[config.mk]
export PLATFORM = sky130hd
export DESIGN_NAME = csi_rs_sequence_generator
export DESIGN_NICKNAME = d
export VERILOG_FILES = /design/src/hdl/csirs_pkg.sv /design/src/hdl/csirs_seed.sv /design/src/hdl/csirs_gold.sv /design/src/hdl/csi_rs_sequence_generator.sv
export VERILOG_INCLUDE_DIRS = /design/src /design/src/hdl
export SDC_FILE = /design/constraint.sdc
export NUM_CORES = 1
export LEC_CHECK = 0
export BUFFER_PORTS_ARGS = -buffer_cell sky130_fd_sc_hd__buf_4
export CORE_MARGIN = 4
export CORE_UTILIZATION = 65
export DETAILED_ROUTE_END_ITERATION = 16
export GPL_ROUTABILITY_DRIVEN = 0
export PLACE_DENSITY = 0.81
export SLEW_MARGIN = 30
export SYNTH_ARGS = -nofsm -noshare
export SYNTH_HDL_FRONTEND = slang
export SYNTH_SLANG_ARGS = --single-unit
[constraint.sdc]
create_clock -name clock -period 9.27 [get_ports clock]
set_input_delay 1.854 -clock clock [delete_from_list [all_inputs] [get_ports clock]]
set_output_delay 1.854 -clock clock [all_outputs]
set_load 0.005 [all_outputs]
[src/hdl/csi_rs_sequence_generator_macros.svh]
// ----------------------------------------------------------------------------
// CSI-RS sequence generator assertion macros
// Concurrent assertion wrappers shared by the generator RTL.
// ----------------------------------------------------------------------------
`ifndef CSI_RS_SEQUENCE_GENERATOR_MACROS_SVH
`define CSI_RS_SEQUENCE_GENERATOR_MACROS_SVH

`ifndef SYNTHESIS

// Check an implication or sequence property on every rising clock edge.
`define CSIRS_ASSERT(lbl, clk, rst, prop) \
   lbl: assert property (@(posedge clk) disable iff (rst) (prop)) \
      else $error("csirs assertion failed");

// Check that a condition never holds at a rising clock edge.
`define CSIRS_ASSERT_NEVER(lbl, clk, rst, cond) \
   lbl: assert property (@(posedge clk) disable iff (rst) !(cond)) \
      else $error("csirs forbidden condition seen");

`else

`define CSIRS_ASSERT(lbl, clk, rst, prop)
`define CSIRS_ASSERT_NEVER(lbl, clk, rst, cond)

`endif

`endif

[src/hdl/csirs_pkg.sv]
// ----------------------------------------------------------------------------
// CSI-RS sequence generator package
// Shared types, constants and helper functions of the generator.
// ----------------------------------------------------------------------------
package csirs_pkg;

   localparam int WARMUP_BITS   = 1600;
   localparam int WARM_BASE     = WARMUP_BITS / 2;   // two Gold bits per cycle
   localparam int MAX_BLOCKS    = 275;
   localparam int INV_SQRT2_Q16 = 46341;
   localparam int GAIN_RESET    = 23170;
   localparam int RB_RESET      = 1;

   localparam int SEED_BASE_W  = 13;    // nsymb*slot + symbol + 1
   localparam int SEED_MULT_W  = 11;    // 2*id + 1
   localparam int SEED_PROD_W  = 21;    // product bits that survive mod 2^31
   localparam int SEED_STEPS   = SEED_MULT_W;
   localparam int SEED_CNT_W   = $clog2(SEED_STEPS + 1);
   localparam int LFSR_W       = 31;
   localparam int ADV_W        = 11;
   localparam int WARM_CNT_W   = 12;
   localparam int LEN_W        = 11;
   localparam int AMP_W        = 15;

   typedef enum logic [0:0] {
      OP_START = 1'b0,
      OP_NEXT  = 1'b1
   } op_type;

   typedef enum logic [1:0] {
      DENS_ONE       = 2'd0,
      DENS_THREE     = 2'd1,
      DENS_HALF_EVEN = 2'd2,
      DENS_HALF_ODD  = 2'd3
   } density_type;

   typedef enum logic [1:0] {
      CDM_NONE    = 2'd0,
      CDM_FD2     = 2'd1,
      CDM_FD2_TD2 = 2'd2,
      CDM_FD2_TD4 = 2'd3
   } cdm_type;

   typedef enum logic [2:0] {
      REG_EXTENDED_CP      = 3'd0,
      REG_SCRAMBLING_IDENT = 3'd1,
      REG_DENSITY_MODE     = 3'd2,
      REG_FIRST_RB         = 3'd3,
      REG_RB_COUNT         = 3'd4,
      REG_SINGLE_RE_ROW    = 3'd5,
      REG_CDM_MODE         = 3'd6,
      REG_GAIN             = 3'd7
   } csr_index_type;

   typedef enum logic [1:0] {
      ST_IDLE = 2'd0,
      ST_SEED = 2'd1,
      ST_WARM = 2'd2
   } state_type;

   typedef struct packed {
      logic load;
   } seed_ctrl_type;

   typedef struct packed {
      logic done;
   } seed_stat_type;

   typedef struct packed {
      logic load;
      logic advance;
   } gold_ctrl_type;

   // Amplitude gain/sqrt2 rounded: (gain*46341 + 32768) >> 16.
   function automatic logic [AMP_W-1:0] amp_of(input logic [14:0] gain);
      logic [31:0] prod;
      prod = 32'(gain) * 32'(INV_SQRT2_Q16) + 32'd32768;
      return prod[16 +: AMP_W];
   endfunction

   // nsymb*slot + symbol + 1, nsymb being 12 or 14.
   function automatic logic [SEED_BASE_W-1:0] seed_base(input logic ext_cp,
                                                        input logic [8:0] slot,
                                                        input logic [3:0] sym);
      logic [SEED_BASE_W-1:0] s;
      logic [SEED_BASE_W-1:0] scaled;
      s = SEED_BASE_W'(slot);
      if (ext_cp) begin
         scaled = (s << 3) + (s << 2);
      end else begin
         scaled = (s << 4) - (s << 1);
      end
      return scaled + SEED_BASE_W'(sym) + SEED_BASE_W'(1);
   endfunction

   // Gold elements to skip ahead of the first occupied RB.
   function automatic logic [ADV_W-1:0] advance_of(input density_type dens,
                                                   input logic [8:0] first_rb,
                                                   input logic single_re);
      logic [ADV_W-1:0] f;
      logic [ADV_W-1:0] adj;
      logic [ADV_W-1:0] adv;
      f = ADV_W'(first_rb);
      adj = f + ((dens == DENS_HALF_ODD) ? ADV_W'(!first_rb[0]) : ADV_W'(first_rb[0]));
      unique case (dens)
         DENS_ONE:       adv = single_re ? f : (f << 1);
         DENS_THREE:     adv = f + (f << 1);
         DENS_HALF_EVEN,
         DENS_HALF_ODD:  adv = single_re ? (adj >> 1) : adj;
      endcase
      return adv;
   endfunction

   // Elements in one symbol sequence.
   function automatic logic [LEN_W-1:0] seq_len_of(input density_type dens,
                                                   input cdm_type cdm,
                                                   input logic [8:0] first_rb,
                                                   input logic [8:0] rb_count);
      logic [8:0]       rb;
      logic [LEN_W-1:0] r;
      logic [LEN_W-1:0] len;
      logic             extra;
      rb = (rb_count > 9'(MAX_BLOCKS)) ? 9'(MAX_BLOCKS) : rb_count;
      r = LEN_W'(rb);
      extra = rb[0] & (first_rb[0] == (dens == DENS_HALF_ODD));
      unique case (dens)
         DENS_ONE:       len = r;
         DENS_THREE:     len = r + (r << 1);
         DENS_HALF_EVEN,
         DENS_HALF_ODD:  len = (r >> 1) + LEN_W'(extra);
      endcase
      if (cdm != CDM_NONE) begin
         len = len << 1;
      end
      return len;
   endfunction

   // CDM weight sign: 1 means the element is negated.
   function automatic logic weight_neg(input cdm_type cdm, input logic [2:0] port,
                                       input logic [1:0] sym, input logic k);
      logic neg;
      unique case (cdm)
         CDM_NONE:    neg = 1'b0;
         CDM_FD2:     neg = port[0] & k;
         CDM_FD2_TD2: neg = (port[0] & k) ^ (port[1] & sym[0]);
         CDM_FD2_TD4: neg = (port[0] & k) ^ (port[1] & sym[0]) ^ (port[2] & sym[1]);
      endcase
      return neg;
   endfunction

endpackage

[src/hdl/csirs_seed.sv]
// ----------------------------------------------------------------------------
// CSI-RS seed multiplier
// Shift-and-add multiplier, one multiplier bit per cycle, for the Gold seed.
// ----------------------------------------------------------------------------
module csirs_seed (
   input  logic                                  clock,
   input  logic                                  reset,
   input  csirs_pkg::seed_ctrl_type              ctrl,
   input  logic [csirs_pkg::SEED_BASE_W-1:0]     base,
   input  logic [csirs_pkg::SEED_MULT_W-1:0]     mult,
   output csirs_pkg::seed_stat_type              stat,
   output logic [csirs_pkg::SEED_PROD_W-1:0]     product
);

   logic [csirs_pkg::SEED_CNT_W-1:0]  cnt_ff;
   logic                              done_ff;
   logic [csirs_pkg::SEED_PROD_W-1:0] a_ff;
   logic [csirs_pkg::SEED_MULT_W-1:0] b_ff;
   logic [csirs_pkg::SEED_PROD_W-1:0] acc_ff;

   // control
   always_ff @(posedge clock) begin
      if (reset) begin
         cnt_ff  <= '0;
         done_ff <= 1'b0;
      end else begin
         done_ff <= (cnt_ff == csirs_pkg::SEED_CNT_W'(1));
         if (ctrl.load) begin
            cnt_ff <= csirs_pkg::SEED_CNT_W'(csirs_pkg::SEED_STEPS);
         end else if (cnt_ff != '0) begin
            cnt_ff <= cnt_ff - csirs_pkg::SEED_CNT_W'(1);
         end
      end
   end

   // datapath: add shifted multiplicand for each set multiplier bit
   always_ff @(posedge clock) begin
      if (ctrl.load) begin
         a_ff   <= csirs_pkg::SEED_PROD_W'(base);
         b_ff   <= mult;
         acc_ff <= '0;
      end else if (cnt_ff != '0) begin
         if (b_ff[0]) begin
            acc_ff <= acc_ff + a_ff;
         end
         a_ff <= a_ff << 1;
         b_ff <= b_ff >> 1;
      end
   end

   assign stat.done = done_ff;
   assign product   = acc_ff;

endmodule

[src/hdl/csirs_gold.sv]
// ----------------------------------------------------------------------------
// CSI-RS Gold generator
// Two length-31 LFSRs stepped two bits per cycle while advance is set.
// ----------------------------------------------------------------------------
module csirs_gold (
   input  logic                            clock,
   input  logic                            reset,
   input  csirs_pkg::gold_ctrl_type        ctrl,
   input  logic [csirs_pkg::LFSR_W-1:0]    seed,
   output logic [1:0]                      bits
);

   logic [csirs_pkg::LFSR_W-1:0] x1_ff;
   logic [csirs_pkg::LFSR_W-1:0] x2_ff;
   logic [csirs_pkg::LFSR_W-1:0] x1_in;
   logic [csirs_pkg::LFSR_W-1:0] x2_in;

   always_comb begin
      x1_in = x1_ff;
      x2_in = x2_ff;
      if (ctrl.load) begin
         x1_in = csirs_pkg::LFSR_W'(1);
         x2_in = seed;
      end else if (ctrl.advance) begin
         x1_in = {x1_ff[1] ^ x1_ff[4], x1_ff[0] ^ x1_ff[3], x1_ff[30:2]};
         x2_in = {x2_ff[1] ^ x2_ff[2] ^ x2_ff[3] ^ x2_ff[4],
                  x2_ff[0] ^ x2_ff[1] ^ x2_ff[2] ^ x2_ff[3], x2_ff[30:2]};
      end
   end

   always_ff @(posedge clock) begin
      if (reset) begin
         x1_ff <= csirs_pkg::LFSR_W'(1);
         x2_ff <= '0;
      end else begin
         x1_ff <= x1_in;
         x2_ff <= x2_in;
      end
   end

   // bit 0 is c(2n), bit 1 is c(2n+1)
   assign bits = {x1_ff[1] ^ x2_ff[1], x1_ff[0] ^ x2_ff[0]};

endmodule

[src/hdl/csi_rs_sequence_generator.sv]
// ----------------------------------------------------------------------------
// CSI-RS sequence generator
// Gold-sequence QPSK generator with CDM weighting for NR CSI-RS symbols.
// ----------------------------------------------------------------------------
// A start beat (op 0) seeds the Gold generator from slot, symbol and the
// scrambling identity, and latches the CDM port and CDM symbol. The block then
// stalls the request side through the bit-serial seed multiplier, the LFSR
// load, and the walk of the LFSRs two bits per cycle through the 1600-bit
// warm-up and the RB offset (the offset is at most 1533 elements). A next beat
// (op 1) returns one QPSK element; next beats may follow every cycle, since the
// output register frees up when its beat is taken. Next beats past the end of
// the sequence are taken and return nothing. Configure only while no start is
// in progress and no response is pending.
// ----------------------------------------------------------------------------
`include "csi_rs_sequence_generator_macros.svh"

module csi_rs_sequence_generator (
   input  logic               clock,
   input  logic               reset,
   // request channel
   input  logic               req_valid,
   output logic               req_stall,
   input  logic               req_op,
   input  logic [8:0]         req_slot_number,
   input  logic [3:0]         req_symbol_number,
   input  logic [2:0]         req_cdm_port,
   input  logic [1:0]         req_cdm_symbol,
   // response channel
   output logic               rsp_valid,
   input  logic               rsp_stall,
   output logic signed [15:0] rsp_re_part,
   output logic signed [15:0] rsp_im_part,
   output logic               rsp_last,
   // register port
   input  logic               csr_psel,
   input  logic               csr_penable,
   input  logic               csr_pwrite,
   input  logic [4:0]         csr_paddr,
   input  logic [31:0]        csr_pwdata,
   output logic [31:0]        csr_prdata,
   output logic               csr_pready
);

   // ---------------------------------------------------------------- registers
   logic                             ext_cp_ff;
   logic [9:0]                       ident_ff;
   csirs_pkg::density_type           density_ff;
   logic [8:0]                       first_rb_ff;
   logic [8:0]                       rb_count_ff;
   logic                             single_re_ff;
   csirs_pkg::cdm_type               cdm_ff;
   logic [14:0]                      gain_ff;
   logic [csirs_pkg::AMP_W-1:0]      amp_ff;

   logic                             csr_wr;
   csirs_pkg::csr_index_type         csr_idx;

   assign csr_pready = 1'b1;
   assign csr_wr     = csr_psel & csr_penable & csr_pwrite;
   assign csr_idx    = csirs_pkg::csr_index_type'(csr_paddr[4:2]);

   // Amplitude is refreshed at the same edge as gain, so it is ready for the
   // very next beat.
   always_ff @(posedge clock) begin
      if (reset) begin
         ext_cp_ff    <= 1'b0;
         ident_ff     <= '0;
         density_ff   <= csirs_pkg::DENS_ONE;
         first_rb_ff  <= '0;
         rb_count_ff  <= 9'(csirs_pkg::RB_RESET);
         single_re_ff <= 1'b0;
         cdm_ff       <= csirs_pkg::CDM_NONE;
         gain_ff      <= 15'(csirs_pkg::GAIN_RESET);
         amp_ff       <= csirs_pkg::amp_of(15'(csirs_pkg::GAIN_RESET));
      end else if (csr_wr) begin
         unique case (csr_idx)
            csirs_pkg::REG_EXTENDED_CP:      ext_cp_ff    <= csr_pwdata[0];
            csirs_pkg::REG_SCRAMBLING_IDENT: ident_ff     <= csr_pwdata[9:0];
            csirs_pkg::REG_DENSITY_MODE:
               density_ff <= csirs_pkg::density_type'(csr_pwdata[1:0]);
            csirs_pkg::REG_FIRST_RB:         first_rb_ff  <= csr_pwdata[8:0];
            csirs_pkg::REG_RB_COUNT:         rb_count_ff  <= csr_pwdata[8:0];
            csirs_pkg::REG_SINGLE_RE_ROW:    single_re_ff <= csr_pwdata[0];
            csirs_pkg::REG_CDM_MODE:
               cdm_ff <= csirs_pkg::cdm_type'(csr_pwdata[1:0]);
            csirs_pkg::REG_GAIN: begin
               gain_ff <= csr_pwdata[14:0];
               amp_ff  <= csirs_pkg::amp_of(csr_pwdata[14:0]);
            end
         endcase
      end
   end

   always_comb begin
      unique case (csr_idx)
         csirs_pkg::REG_EXTENDED_CP:      csr_prdata = 32'(ext_cp_ff);
         csirs_pkg::REG_SCRAMBLING_IDENT: csr_prdata = 32'(ident_ff);
         csirs_pkg::REG_DENSITY_MODE:     csr_prdata = 32'(density_ff);
         csirs_pkg::REG_FIRST_RB:         csr_prdata = 32'(first_rb_ff);
         csirs_pkg::REG_RB_COUNT:         csr_prdata = 32'(rb_count_ff);
         csirs_pkg::REG_SINGLE_RE_ROW:    csr_prdata = 32'(single_re_ff);
         csirs_pkg::REG_CDM_MODE:         csr_prdata = 32'(cdm_ff);
         csirs_pkg::REG_GAIN:             csr_prdata = 32'(gain_ff);
      endcase
   end

   // ---------------------------------------------------------------- control
   csirs_pkg::state_type                state_ff;
   csirs_pkg::state_type                state_in;
   logic [csirs_pkg::WARM_CNT_W-1:0]    warm_cnt_ff;
   logic [csirs_pkg::LEN_W-1:0]         idx_ff;
   logic [csirs_pkg::LEN_W-1:0]         len_ff;
   logic [2:0]                          port_ff;
   logic [1:0]                          csym_ff;

   logic                                req_accept;
   logic                                start_acc;
   logic                                next_acc;
   logic                                emit;

   csirs_pkg::seed_ctrl_type            seed_ctrl;
   csirs_pkg::seed_stat_type            seed_stat;
   logic [csirs_pkg::SEED_PROD_W-1:0]   seed_prod;
   csirs_pkg::gold_ctrl_type            gold_ctrl;
   logic [1:0]                          gold_bits;

   logic                                rsp_valid_ff;
   logic signed [15:0]                  rsp_re_ff;
   logic signed [15:0]                  rsp_im_ff;
   logic                                rsp_last_ff;

   // Take beats only while idle and with room in the output register.
   assign req_stall  = (state_ff != csirs_pkg::ST_IDLE) || (rsp_valid_ff && rsp_stall);
   assign req_accept = req_valid && !req_stall;
   assign start_acc  = req_accept && (req_op == csirs_pkg::OP_START);
   assign next_acc   = req_accept && (req_op == csirs_pkg::OP_NEXT);
   // drop next beats past the end of the sequence
   assign emit       = next_acc && (idx_ff < len_ff);

   always_comb begin
      state_in = state_ff;
      unique case (state_ff)
         csirs_pkg::ST_IDLE: begin
            if (start_acc) begin
               state_in = csirs_pkg::ST_SEED;
            end
         end
         csirs_pkg::ST_SEED: begin
            if (seed_stat.done) begin
               state_in = csirs_pkg::ST_WARM;
            end
         end
         csirs_pkg::ST_WARM: begin
            if (warm_cnt_ff == csirs_pkg::WARM_CNT_W'(1)) begin
               state_in = csirs_pkg::ST_IDLE;
            end
         end
         default: state_in = csirs_pkg::ST_IDLE;
      endcase
   end

   always_ff @(posedge clock) begin
      if (reset) begin
         state_ff <= csirs_pkg::ST_IDLE;
      end else begin
         state_ff <= state_in;
      end
   end

   // Sequence bookkeeping: latch on start, advance the index per element.
   always_ff @(posedge clock) begin
      if (reset) begin
         warm_cnt_ff <= '0;
         idx_ff      <= '0;
         len_ff      <= '0;
         port_ff     <= '0;
         csym_ff     <= '0;
      end else begin
         if (start_acc) begin
            warm_cnt_ff <= csirs_pkg::WARM_CNT_W'(csirs_pkg::WARM_BASE)
                         + csirs_pkg::WARM_CNT_W'(csirs_pkg::advance_of(density_ff,
                              first_rb_ff, single_re_ff));
            idx_ff      <= '0;
            len_ff      <= csirs_pkg::seq_len_of(density_ff, cdm_ff, first_rb_ff,
                                                 rb_count_ff);
            port_ff     <= req_cdm_port;
            csym_ff     <= req_cdm_symbol;
         end else begin
            if (state_ff == csirs_pkg::ST_WARM) begin
               warm_cnt_ff <= warm_cnt_ff - csirs_pkg::WARM_CNT_W'(1);
            end
            if (emit) begin
               idx_ff <= idx_ff + csirs_pkg::LEN_W'(1);
            end
         end
      end
   end

   // ---------------------------------------------------------------- seed
   assign seed_ctrl.load = start_acc;

   csirs_seed u_seed (
      .clock   (clock),
      .reset   (reset),
      .ctrl    (seed_ctrl),
      .base    (csirs_pkg::seed_base(ext_cp_ff, req_slot_number, req_symbol_number)),
      .mult    ({ident_ff, 1'b1}),
      .stat    (seed_stat),
      .product (seed_prod)
   );

   // ---------------------------------------------------------------- gold
   // c_init = {product mod 2^21, id}: the 1024 factor clears the low ten bits.
   assign gold_ctrl.load    = (state_ff == csirs_pkg::ST_SEED) && seed_stat.done;
   assign gold_ctrl.advance = (state_ff == csirs_pkg::ST_WARM) || emit;

   csirs_gold u_gold (
      .clock (clock),
      .reset (reset),
      .ctrl  (gold_ctrl),
      .seed  ({seed_prod, ident_ff}),
      .bits  (gold_bits)
   );

   // ---------------------------------------------------------------- output
   logic               neg;
   logic signed [15:0] amp_pos;
   logic signed [15:0] amp_neg;

   assign neg     = csirs_pkg::weight_neg(cdm_ff, port_ff, csym_ff, idx_ff[0]);
   assign amp_pos = signed'({1'b0, amp_ff});
   assign amp_neg = -amp_pos;

   // Hold the beat while stalled, load a fresh element on emit.
   always_ff @(posedge clock) begin
      if (reset) begin
         rsp_valid_ff <= 1'b0;
      end else if (emit) begin
         rsp_valid_ff <= 1'b1;
      end else if (!rsp_stall) begin
         rsp_valid_ff <= 1'b0;
      end
   end

   always_ff @(posedge clock) begin
      if (emit) begin
         rsp_re_ff   <= (gold_bits[0] ^ neg) ? amp_neg : amp_pos;
         rsp_im_ff   <= (gold_bits[1] ^ neg) ? amp_neg : amp_pos;
         rsp_last_ff <= ((idx_ff + csirs_pkg::LEN_W'(1)) == len_ff);
      end
   end

   assign rsp_valid   = rsp_valid_ff;
   assign rsp_re_part = rsp_re_ff;
   assign rsp_im_part = rsp_im_ff;
   assign rsp_last    = rsp_last_ff;

   // ---------------------------------------------------------------- checks
   `CSIRS_ASSERT(a_emit_gives_beat, clock, reset, emit |=> rsp_valid)
   `CSIRS_ASSERT(a_warm_count_live, clock, reset, (state_ff == csirs_pkg::ST_WARM) |-> (warm_cnt_ff != '0))
   `CSIRS_ASSERT(a_seed_done_in_seed, clock, reset, seed_stat.done |-> (state_ff == csirs_pkg::ST_SEED))
   `CSIRS_ASSERT_NEVER(a_index_past_length, clock, reset, idx_ff > len_ff)

endmodule

==> metrics.cfg, run 1 <==
[finish]
drive_above_1_share = 0.09207
antennaDiodeCount = 0
final_cells = 2654
area_growth_pct = 9.836
design_area_um2 = 20770
nNetsFinal = 2572
fin_util = 0.7238

[placed_design]
dpl.cell_count = 2604
dpl_cell_area_um2 = 19770
dp_slack_ns = 2.203
place_hpwl_um = 33230
io_buffers = 93

[pwr]
powerDensity_nw_per_um2 = 210.8
net-switching-power_mw = 1.622
seqPwrFrac = 0.314
clkPwrFrac = 0.273
vdd_drop_max_mv = 0.1494
p_comb_frac = 0.412
switching_share = 0.3703
p_int_mw = 2.758
p_total_mw = 4.380
power_leakage_nw = 8.792

[drt]
antenna_left = 0
drc = 0
wirelength_um = 45240
dr.pass1.iters = 5
avgRoutedWirePerCell_um = 17.05
drtIter0Drc = 1196
vias_per_cell = 5.956
via_count = 15810

[grt]
use_met1 = 0.3893
grt_pass1_wl_um = 74400
grt_overflow_total = 0
grt_pass1_vias = 15270
top_usage_layer = met2
grtUsageMet3 = 0.04112
grt_max_degree = 96
track_usage = 0.2826
groute.layer.met2.usage = 0.4635
antenna_found_initial = 0

[setup_path]
crit_fanout = 10
critPathArrivalTime_ns = 7.07
reg2reg_from = rb_count_ff[8]
critical_path_required_ns = 9.70
worstSetupPathType = input pin to register
worstRegToRegCells = 13
cpPeakStageDelay_ns = 0.55
worst_setup_path_start_kind = input pin
crit_path_end_kind = register
cp_cell_sequence = buf_4, ha_1, xor2_1, a21o_1, ha_1, fa_1, fa_1, inv_1, fa_1, inv_1, ha_1, a211oi_1, o21ai_1, a221oi_2, a21oi_1, or3_1, a21oi_1, or4_1, nand3_1
cpMaxStageDelayCell = fa_1
startpoint = csr_pwdata[5]

[logic_synthesis]
synth-edff-count = 55
yosysUniqueCellTypes = 92
syn_inst = 2207
synth.ff_latch_count = 258
ys.flop_type = dfxtp_1
avgSynthCellArea_um2 = 8.570
yosysWarningCount = 0
async_flop_share = 0
syn_area_um2 = 18910
seq_area_frac_synth = 0.3022

[floorplanning]
die_h_um = 178.6
initial_core_util = 0.6590
die_w_um = 178.6
dieArea_um2 = 31890
core_um2 = 28700
std_cell_rows = 62
io_pins = 131

[clock_network]
postCtsHoldBufs = 0
clockBufferDepth = 3
cts_buffers = 27
post_cts.repair.setup_buffers = 0
clk_latency_ns = 0.55
clk_pin_slew_ns = 0.06
cts_resized = 0
cts_root_buf = clkbuf_16
htree_num_levels = 1
cts_tree = done
clock_sinks = 258

[sta]
fin_crit_sh = 0.7163
fmaxAchievable_ghz = 0.1506
finalMaxSlewViolations = 0
relSlewSlack = 0.3526
whs_ns = 0.4501
rsz0062_at_grt = no
tightest_slew_ns = 0.9698
setup_viol = 0
fin_ws_ns = 2.630
layout_min_cycle_time_ns = 6.640
hold_viol = 0
skew_ns = 0.01216
fin_tns_setup_ns = 0

[worst_hold_path]
min_from = gain_ff[13]
min_path_cells = 2
hold_class = register to register

[job]
drv_cap = 0

[status]
status = finished, final reports clean

==> routing by layer <==
metal	wire (um)	part of all wire	vias to the layer above
met5	0	0	-
li1	-	-	7743
met2	21010	0.46	482
met4	1181	0.026	0
met1	19980	0.44	7487
met3	3063	0.068	95
==> area by class of cell <==
class	count	area, um2
flip-flops and latches	258	5715
fillers	2204	7928
clock inverters	19	256.5
inverters	156	585.6
well taps	384	480.5
repair buffers	106	799.5
multi-input cells	1700	12200
clock buffers	31	733.2
==> path summary, 6_finish.rpt <==
kind                 endpoint  slack, ns
hold / removal    gain_ff[13]       0.45
hold reg to reg   gain_ff[13]       0.45
setup / recovery   amp_ff[10]       2.63
setup reg to reg   len_ff[10]       5.82
==> cell usage after synthesis, types with 6 or more instances <==
| library cell | number | area (um2) |
|---|---|---|
| a21oi_1 | 156 | 780.8 |
| o22ai_1 | 8 | 50.05 |
| nand2b_1 | 16 | 100.1 |
| o21a_1 | 20 | 150.1 |
| buf_2 | 11 | 55.05 |
| xor2_1 | 61 | 534.3 |
| edfxtp_1 | 55 | 1652 |
| nor3b_1 | 8 | 60.06 |
| buf_1 | 8 | 30.03 |
| or2_2 | 11 | 68.82 |
| a211oi_1 | 37 | 277.8 |
| inv_1 | 152 | 570.6 |
| o211ai_1 | 16 | 120.1 |
| nor2_1 | 133 | 499.2 |
| and2_1 | 16 | 100.1 |
| buf_4 | 22 | 165.2 |
| mux2i_1 | 74 | 740.7 |
| a21o_1 | 12 | 90.09 |
| ha_1 | 209 | 2615 |
| fa_1 | 51 | 1021 |
| xnor2_1 | 65 | 569.3 |
| a22o_1 | 8 | 70.07 |
| and3_1 | 6 | 37.54 |
| dfxtp_1 | 203 | 4064 |
| o21ai_0 | 98 | 490.5 |
| nor4b_1 | 6 | 52.55 |
| nand3b_1 | 13 | 97.59 |
| nand3_1 | 44 | 220.2 |
| nand2_1 | 357 | 1340 |
| nor2b_1 | 21 | 131.4 |
| o21ai_1 | 16 | 80.08 |
| a211o_1 | 6 | 52.55 |
| nor3_1 | 37 | 185.2 |
| nand4_1 | 11 | 68.82 |
| a31oi_1 | 21 | 131.4 |
| o31ai_1 | 12 | 90.09 |
| nand4b_1 | 6 | 52.55 |
| nor4_1 | 12 | 75.07 |
| or4_1 | 7 | 52.55 |
| or3_1 | 19 | 118.9 |
| clkbuf_1 | 68 | 255.2 |
| a311oi_1 | 6 | 52.55 |
==> state kept, by name (all words and copies together) (netlist names), 3 cells and up <==
name            cells
rsp_im_part        15
gain_ff            15
ident_ff           10
rb_count_ff         9
u_seed.cnt_ff       4
amp_ff             15
rsp_re_part        16
u_gold.x2_ff       31
first_rb_ff         9
idx_ff             11
u_seed.a_ff        21
u_gold.x1_ff       31
port_ff             3
u_seed.b_ff        11
warm_cnt_ff        12
len_ff             11
u_seed.product     21
==> cells in the final DEF (no fill, tap or decap), drive strengths merged, types with 12 or more instances in the layout <==
| cell type | instances |
|---|---|
| buf | 106 |
| conb | 18 |
| and2 | 16 |
| xor2 | 63 |
| nand2 | 357 |
| nor3 | 39 |
| nor2 | 135 |
| o31ai | 13 |
| clkbuf | 31 |
| fa | 51 |
| nand2b | 16 |
| ha | 209 |
| o211ai | 16 |
| edfxtp | 55 |
| a211oi | 41 |
| mux2i | 74 |
| o21ai | 114 |
| a31oi | 22 |
| a21oi | 157 |
| or3 | 23 |
| nor2b | 21 |
| xnor2 | 67 |
| o21a | 20 |
| nand3b | 13 |
| dfxtp | 203 |
| or2 | 12 |
| nand3 | 44 |
| inv | 158 |
| nor4 | 12 |
| a21o | 12 |
==> worst max-delay path, delay by kind of cell <==
family	cells	cell delay, ns
AO/OA/AOI/OAI	6	1.54
AND/OR/NAND/NOR	3	0.63
adder cells (fa/ha/maj)	6	2.32
buffers and inverters	3	0.31
XOR/XNOR	1	0.39
==> power groups by stage <==
stage | combinational [mW] | sequential [mW] | clock (mW)
finish | 1.81 | 1.38 | 1.20
detailed placement | 1.76 | 1.40 | 0
floorplan | 1.35 | 1.36 | 0
CTS | 1.78 | 1.37 | 1.21
global placement | 1.69 | 1.39 | 0
global route | 2.03 | 1.39 | 1.25
==> cell families (layout without fill, tap and decap cells) <==
family / after synthesis / after routing / share of synthesized area
DFF: 258 / 258 / 0.3022
and+or+nand+nor: 742 / 742 / 0.1828
xor gates and xnor gates: 130 / 130 / 0.06178
other: 2 / 18 / 0.0003971
AOI/OAI and AO/OA: 472 / 472 / 0.1614
adders and majority gates: 260 / 260 / 0.1922
muxes: 78 / 78 / 0.04154
buffers and inverters: 265 / 312 / 0.05768
(Power assumes the default switching activity.)
==> inputs of run 2 (changes only) <==
--- a/config.mk
+++ b/config.mk
@@ -6,12 +6,13 @@
 export SDC_FILE = /design/constraint.sdc
 export NUM_CORES = 1
 export LEC_CHECK = 0
+export ABC_AREA = 1
 export BUFFER_PORTS_ARGS = -buffer_cell sky130_fd_sc_hd__buf_4
 export CORE_MARGIN = 4
-export CORE_UTILIZATION = 65
+export CORE_UTILIZATION = 63
 export DETAILED_ROUTE_END_ITERATION = 16
 export GPL_ROUTABILITY_DRIVEN = 0
-export PLACE_DENSITY = 0.81
+export PLACE_DENSITY = 0.78
 export SLEW_MARGIN = 30
 export SYNTH_ARGS = -nofsm -noshare
 export SYNTH_HDL_FRONTEND = slang
==> constraint.sdc (replaced) <==
create_clock -name clock -period 6.3 [get_ports clock]
set_input_delay 1.26 -clock clock [delete_from_list [all_inputs] [get_ports clock]]
set_output_delay 1.26 -clock clock [all_outputs]
set_load 0.005 [all_outputs]
==> metrics.cfg, run 2 <==
[setup_path]
critPathBufInv = 4
critPathArrivalTime_ns = 6.05
cpMaxStageDelayCell = fa_1
worst_setup_path_start_kind = input pin
cp_cell_sequence = buf_4, ha_1, xor2_1, fa_1, fa_1, fa_1, inv_1, fa_1, inv_1, ha_1, a21oi_1, a21boi_0, o21ai_0, nand2_1, nand3_1, xor2_1, o21ai_1, inv_1
crit_path_end_kind = register
critical_path_required_ns = 6.79
crit_top_cell = fa_1
crit_fanout = 9
critPathTopFamily = adder cells
worstSetupPathType = input pin to register
cpPeakStageDelay_ns = 0.54

[grt]
grt_max_degree = 81
antenna_found_initial = 1
track_usage = 0.2862
grt_pass1_wl_um = 85950
grt_overflow_total = 0
grt_pass1_vias = 17940

[clock_network]
cts_resized = 0
post_cts.repair.setup_buffers = 0
clock_sinks = 258
cts_root_buf = clkbuf_16
cts_tree = done
clk_pin_slew_ns = 0.06
cts_buffers = 27
htree_num_levels = 1
postCtsHoldBufs = 0
clk_latency_ns = 0.54
clockBufferDepth = 3

[sta]
relSlewSlack = 0.4032
fmaxAchievable_ghz = 0.1799
fin_crit_sh = 0.8823
rsz0062_at_grt = no
setup_viol = 0
layout_min_cycle_time_ns = 5.559
fin_ws_ns = 0.7415
skew_ns = 0.01121
whs_ns = 0.4600
tightest_slew_ns = 0.8939
finalMaxSlewViolations = 0
fin_tns_setup_ns = 0
hold_viol = 0

[drt]
via_count = 18650
antenna_left = 0
wirelength_um = 51780
drc = 0
dr.pass1.iters = 6
drtIter0Drc = 1794
vias_per_cell = 5.873
avgRoutedWirePerCell_um = 16.31

[logic_synthesis]
ys.flop_type = dfxtp_1
yosysUniqueCellTypes = 64
syn_area_um2 = 20100
seq_area_frac_synth = 0.2843
synthTopCellsByCount = 494 x nand2_1, 379 x inv_1, 241 x a21oi_1
synth_area_leaders = dfxtp_1 20%, ha_1 13%, nand2_1 9.2%
yosys.area.top_type = dfxtp_1
synth_top_area_share = 0.2022
async_flop_share = 0
yosysWarningCount = 0
synth.most_common_cell = nand2_1
synth-edff-count = 55
synth.ff_latch_count = 258
syn_inst = 2721
avgSynthCellArea_um2 = 7.388

[pwr]
vdd_drop_max_mv = 0.2474
switching_share = 0.4263
p_comb_frac = 0.485
powerDensity_nw_per_um2 = 335.4
power_leakage_nw = 10.08
net-switching-power_mw = 3.110
p_int_mw = 4.185
seqPwrFrac = 0.288
clkPwrFrac = 0.227

[floorplanning]
core_um2 = 31560
initial_core_util = 0.6371
die_w_um = 186.6
dieArea_um2 = 34830
die_h_um = 186.6
std_cell_rows = 65
io_pins = 131

[worst_hold_path]
hold_class = register to register

[finish]
drive_above_1_share = 0.08658
layout_commonest_cell = nand2_1
reg.largest.list = u_gold.x1_ff: 31 flops, u_gold.x2_ff: 31 flops
layout_common_cells = 492 x nand2_1, 378 x inv_1, 241 x a21oi_1, 209 x ha_1, 203 x dfxtp_1
fin_util = 0.6893
area_growth_pct = 8.191
nNetsFinal = 3075

[placed_design]
io_buffers = 93
place_hpwl_um = 38410
dp_slack_ns = 0.3008

[job]
drv_cap = 0

[status]
status = finished, final reports clean

run 2: changes by cell type after synthesis, moves of 43 or more:
cell     before  now
inv_1       152  379
nand2_1     357  494
nand3_1      44  180
a21oi_1     156  241
o21ai_0      98  179
mux2i_1      74    0
nand4_1      11   81
nor2_1      133  176
run 2: worst register-to-register path: cells and delay by family, from the launching register on:
family	cells	cell delay [ns]
buf+inv	4	1.69
compound gates	2	0.27
simple gates	4	0.61
flops	1	0.90
run 2: stage by stage:
step           cells  instance area (um2)  total power, mW
6_report        3175                21750            7.296
5_1_grt         3175                21750            7.863
4_1_cts         3174                21740            7.249
3_5_place_dp    3125                20820            5.563
3_3_place_gp    3125                20810            5.476
2_1_floorplan   2737                20160            4.725
run 2: final cells by class:
cell class	instances	area, um2
Clock inverter	11	138.9
Clock buffer	38	778.2
Fill cell	2685	9806
Multi-Input combinational cell	1969	12370
Sequential cell	258	5715
Inverter	397	1495
Tap cell	402	503.0
Antenna cell	1	2.502
Timing Repair Buffer	99	743.2
run 2: final timing paths:
check / from / to / slack [ns] / cells past startpoint
hold / removal: u_gold.x1_ff[27] / u_gold.x1_ff[25] / 0.46 / 2
setup reg to reg: state_ff[0] / idx_ff[2] / 2.74 / 10
hold reg to reg: u_gold.x1_ff[27] / u_gold.x1_ff[25] / 0.46 / 2
setup / recovery: csr_pwdata[8] / amp_ff[10] / 0.74 / 18
run 2: per-layer routing:
metal / up-vias / wire (um) / part of all wire / track usage
met2: 728 / 24730 / 0.48 / 0.4935
met1: 8617 / 21880 / 0.42 / 0.3837
met3: 124 / 3648 / 0.070 / 0.03124
met4: 0 / 1521 / 0.029 / 0.08049
met5: - / 0 / 0 / 0
li1: 9178 / - / - / -
run 2: power by group through the flow:
| stage | Clock, mW | Combinational [mW] | Sequential (mW) |
|---|---|---|---|
| global route | 1.74 | 4.00 | 2.12 |
| finish | 1.65 | 3.54 | 2.10 |
| global placement | 0 | 3.35 | 2.12 |
| detailed placement | 0 | 3.43 | 2.13 |
| CTS | 1.67 | 3.48 | 2.10 |
| floorplan | 0 | 2.65 | 2.08 |
run 2: cell families (layout without fill, tap and decap cells):
| group | Yosys count | in the layout | share of synthesized area |
|---|---|---|---|
| xor+xnor | 74 | 74 | 0.03224 |
| buf+inv | 510 | 545 | 0.1046 |
| fa+ha+maj | 260 | 260 | 0.1809 |
| other cells | 2 | 19 | 0.0003736 |
| compound gates | 595 | 595 | 0.1684 |
| simple gates | 1022 | 1022 | 0.2292 |
| flops | 258 | 258 | 0.2843 |
==> inputs of run 3 (changes only) <==
--- a/config.mk
+++ b/config.mk
@@ -6,10 +6,10 @@
 export SDC_FILE = /design/constraint.sdc
 export NUM_CORES = 1
 export LEC_CHECK = 0
-export ABC_AREA = 1
+export ABC_AREA = 0
 export BUFFER_PORTS_ARGS = -buffer_cell sky130_fd_sc_hd__buf_4
 export CORE_MARGIN = 4
-export CORE_UTILIZATION = 63
+export CORE_UTILIZATION = 62
 export DETAILED_ROUTE_END_ITERATION = 16
 export GPL_ROUTABILITY_DRIVEN = 0
 export PLACE_DENSITY = 0.78
==> metrics.cfg, run 3 (synthesis gave the netlist of run 1 again) <==
[sta]
fmaxAchievable_ghz = 0.1737
setup_viol = 0
hold_viol = 0
relSlewSlack = 0.3513
skew_ns = 0.01633
fin_tns_setup_ns = 0
rsz0062_at_grt = no
fin_ws_ns = 0.5434
fin_crit_sh = 0.9137
finalMaxSlewViolations = 0
layout_min_cycle_time_ns = 5.757
tightest_slew_ns = 0.9707

[clock_network]
cts_buffers = 27
clk_latency_ns = 0.54
clockBufferDepth = 3
clock_sinks = 258
cts_resized = 0
cts_tree = done
clk_pin_slew_ns = 0.06
postCtsHoldBufs = 0
htree_num_levels = 1
cts_root_buf = clkbuf_16
post_cts.repair.setup_buffers = 0

[finish]
regArea_um2 = 5715
design_area_um2 = 20970
reg.largest.list = u_gold.x1_ff: 31 flops, u_gold.x2_ff: 31 flops
layout_common_cells = 356 x nand2_1, 209 x ha_1, 203 x dfxtp_1, 156 x a21oi_1, 152 x inv_1
area_growth_pct = 10.86
drive_above_1_share = 0.1037
layout_commonest_cell = nand2_1
fillers = 2323
multi_input_area_um2 = 12210
nNetsFinal = 2598

[grt]
grt_overflow_total = 0
track_usage = 0.2640
grt_pass1_vias = 15060
grt_max_degree = 98
antenna_found_initial = 1
grt_pass1_wl_um = 74510

[floorplanning]
die_h_um = 182.7
std_cell_rows = 63
core_um2 = 29870
initial_core_util = 0.6331
dieArea_um2 = 33360
die_w_um = 182.7
io_pins = 131

[setup_path]
worstRegToRegCells = 13
crit_fanout = 6
critPathTopFamily = adder cells
ff2ff_setup_slack_ns = 2.83
critical_path_required_ns = 6.77
critPathBufInv = 4
worst_setup_path_start_kind = input pin
r2r-end = len_ff[9]
crit_top_cell = fa_1
cpMaxStageDelayCell = fa_1
crit_path_end_kind = register
cpPeakStageDelay_ns = 0.56
cp_cell_sequence = buf_4, ha_1, fa_1, ha_1, fa_1, fa_1, inv_1, fa_1, inv_1, ha_1, nand4_1, nor4_1, a22oi_1, buf_4, a21oi_1, o311ai_1, nor2b_1, or4_1, nand3_1
reg2reg_from = rb_count_ff[8]
worstSetupPathType = input pin to register
critPathArrivalTime_ns = 6.23

[drt]
wirelength_um = 45360
via_count = 15940
antenna_left = 0
drtIter0Drc = 1083
vias_per_cell = 5.933
dr.pass1.iters = 5
drc = 0
avgRoutedWirePerCell_um = 16.88

[worst_hold_path]
whs_endpoint = u_gold.x1_ff[17]
min_from = u_gold.x1_ff[17]
hold_class = register to register
min_path_cells = 2

[placed_design]
dpl_cell_area_um2 = 19970
dp_slack_ns = 0.01170
io_buffers = 93
place_hpwl_um = 33610

[pwr]
power_leakage_nw = 8.897
seqPwrFrac = 0.313
vdd_drop_max_mv = 0.2049
p_comb_frac = 0.422
switching_share = 0.3707
clkPwrFrac = 0.265
net-switching-power_mw = 2.396
p_int_mw = 4.068
powerDensity_nw_per_um2 = 308.3

[status]
status = finished, final reports clean

[job]
drv_cap = 0

-- run 3: cell count changes in the layout (fill, tap and decap cells not counted), moves of 38 or more --
| cell | previous run | this run |
|---|---|---|
| a21oi_1 | 241 | 156 |
| o21ai_0 | 179 | 98 |
| inv_1 | 378 | 152 |
| mux2i_1 | 0 | 74 |
| nor2_1 | 175 | 129 |
| nand2_1 | 492 | 356 |
| xnor2_1 | 27 | 65 |
| nand4_1 | 81 | 11 |
| nand3_1 | 178 | 44 |
-- run 3: worst reg2reg max path: stages, from the launching register on --
cell	delay (ns)
dfxtp_1	0.53
inv_1	0.20
a21oi_1	0.31
nand2b_1	0.24
inv_1	0.10
ha_1	0.30
a21o_1	0.17
a21oi_1	0.24
o21ai_1	0.12
a2111o_1	0.47
a211o_1	0.30
a31oi_1	0.17
a31oi_1	0.08
o22ai_1	0.17
-- run 3: layout make-up --
type                       count  area share
antenna                        1   0.0001193
clock buffer                  33     0.03568
clock inverter                17     0.01020
inverter                     156     0.02793
multi-input combinational   1700      0.5824
sequential                   258      0.2726
tap                          390     0.02327
timing repair buffer         132     0.04785
-- run 3: power by group through the flow --
stage	Clock [mW]	Combinational (mW)	Sequential, mW
floorplan	0	1.98	2.01
global placement	0	2.58	2.05
detailed placement	0	2.67	2.06
CTS	1.74	2.69	2.02
global route	1.80	3.07	2.04
finish	1.71	2.73	2.02
-- run 3: routing by layer --
layer | global-route usage | share of wire | up-vias
met2 | 0.4144 | 0.45 | 524
met5 | 0 | 0 | -
met3 | 0.03528 | 0.066 | 78
met1 | 0.3852 | 0.46 | 7525
li1 | - | - | 7815
met4 | 0.06905 | 0.024 | 0
-- run 3: how the worst max path moves through the flow --
stage,start,cells after the start,slack (ns),to
global route,csr_pwdata[4],19,0.18,amp_ff[12]
CTS,csr_pwdata[4],19,0.56,amp_ff[12]
floorplan,csr_pwdata[4],17,0.64,amp_ff[14]
finish,csr_pwdata[4],19,0.54,amp_ff[12]
detailed placement,csr_pwdata[4],19,0.01,amp_ff[12]
global placement,csr_pwdata[4],19,0.09,amp_ff[12]
-- run 3: through the flow --
stage / cells / power [mW] / hold WS, ns / util
2_1_floorplan: 2223 / 3.992 / 0.4291 / -
3_3_place_gp: 2635 / 4.632 / 0.4358 / 0.6684
3_5_place_dp: 2635 / 4.724 / 0.4431 / 0.6686
4_1_cts: 2685 / 6.450 / 0.4515 / 0.7008
5_1_grt: 2687 / 6.910 / 0.4684 / 0.7019
6_report: 2687 / 6.464 / 0.4485 / 0.7019
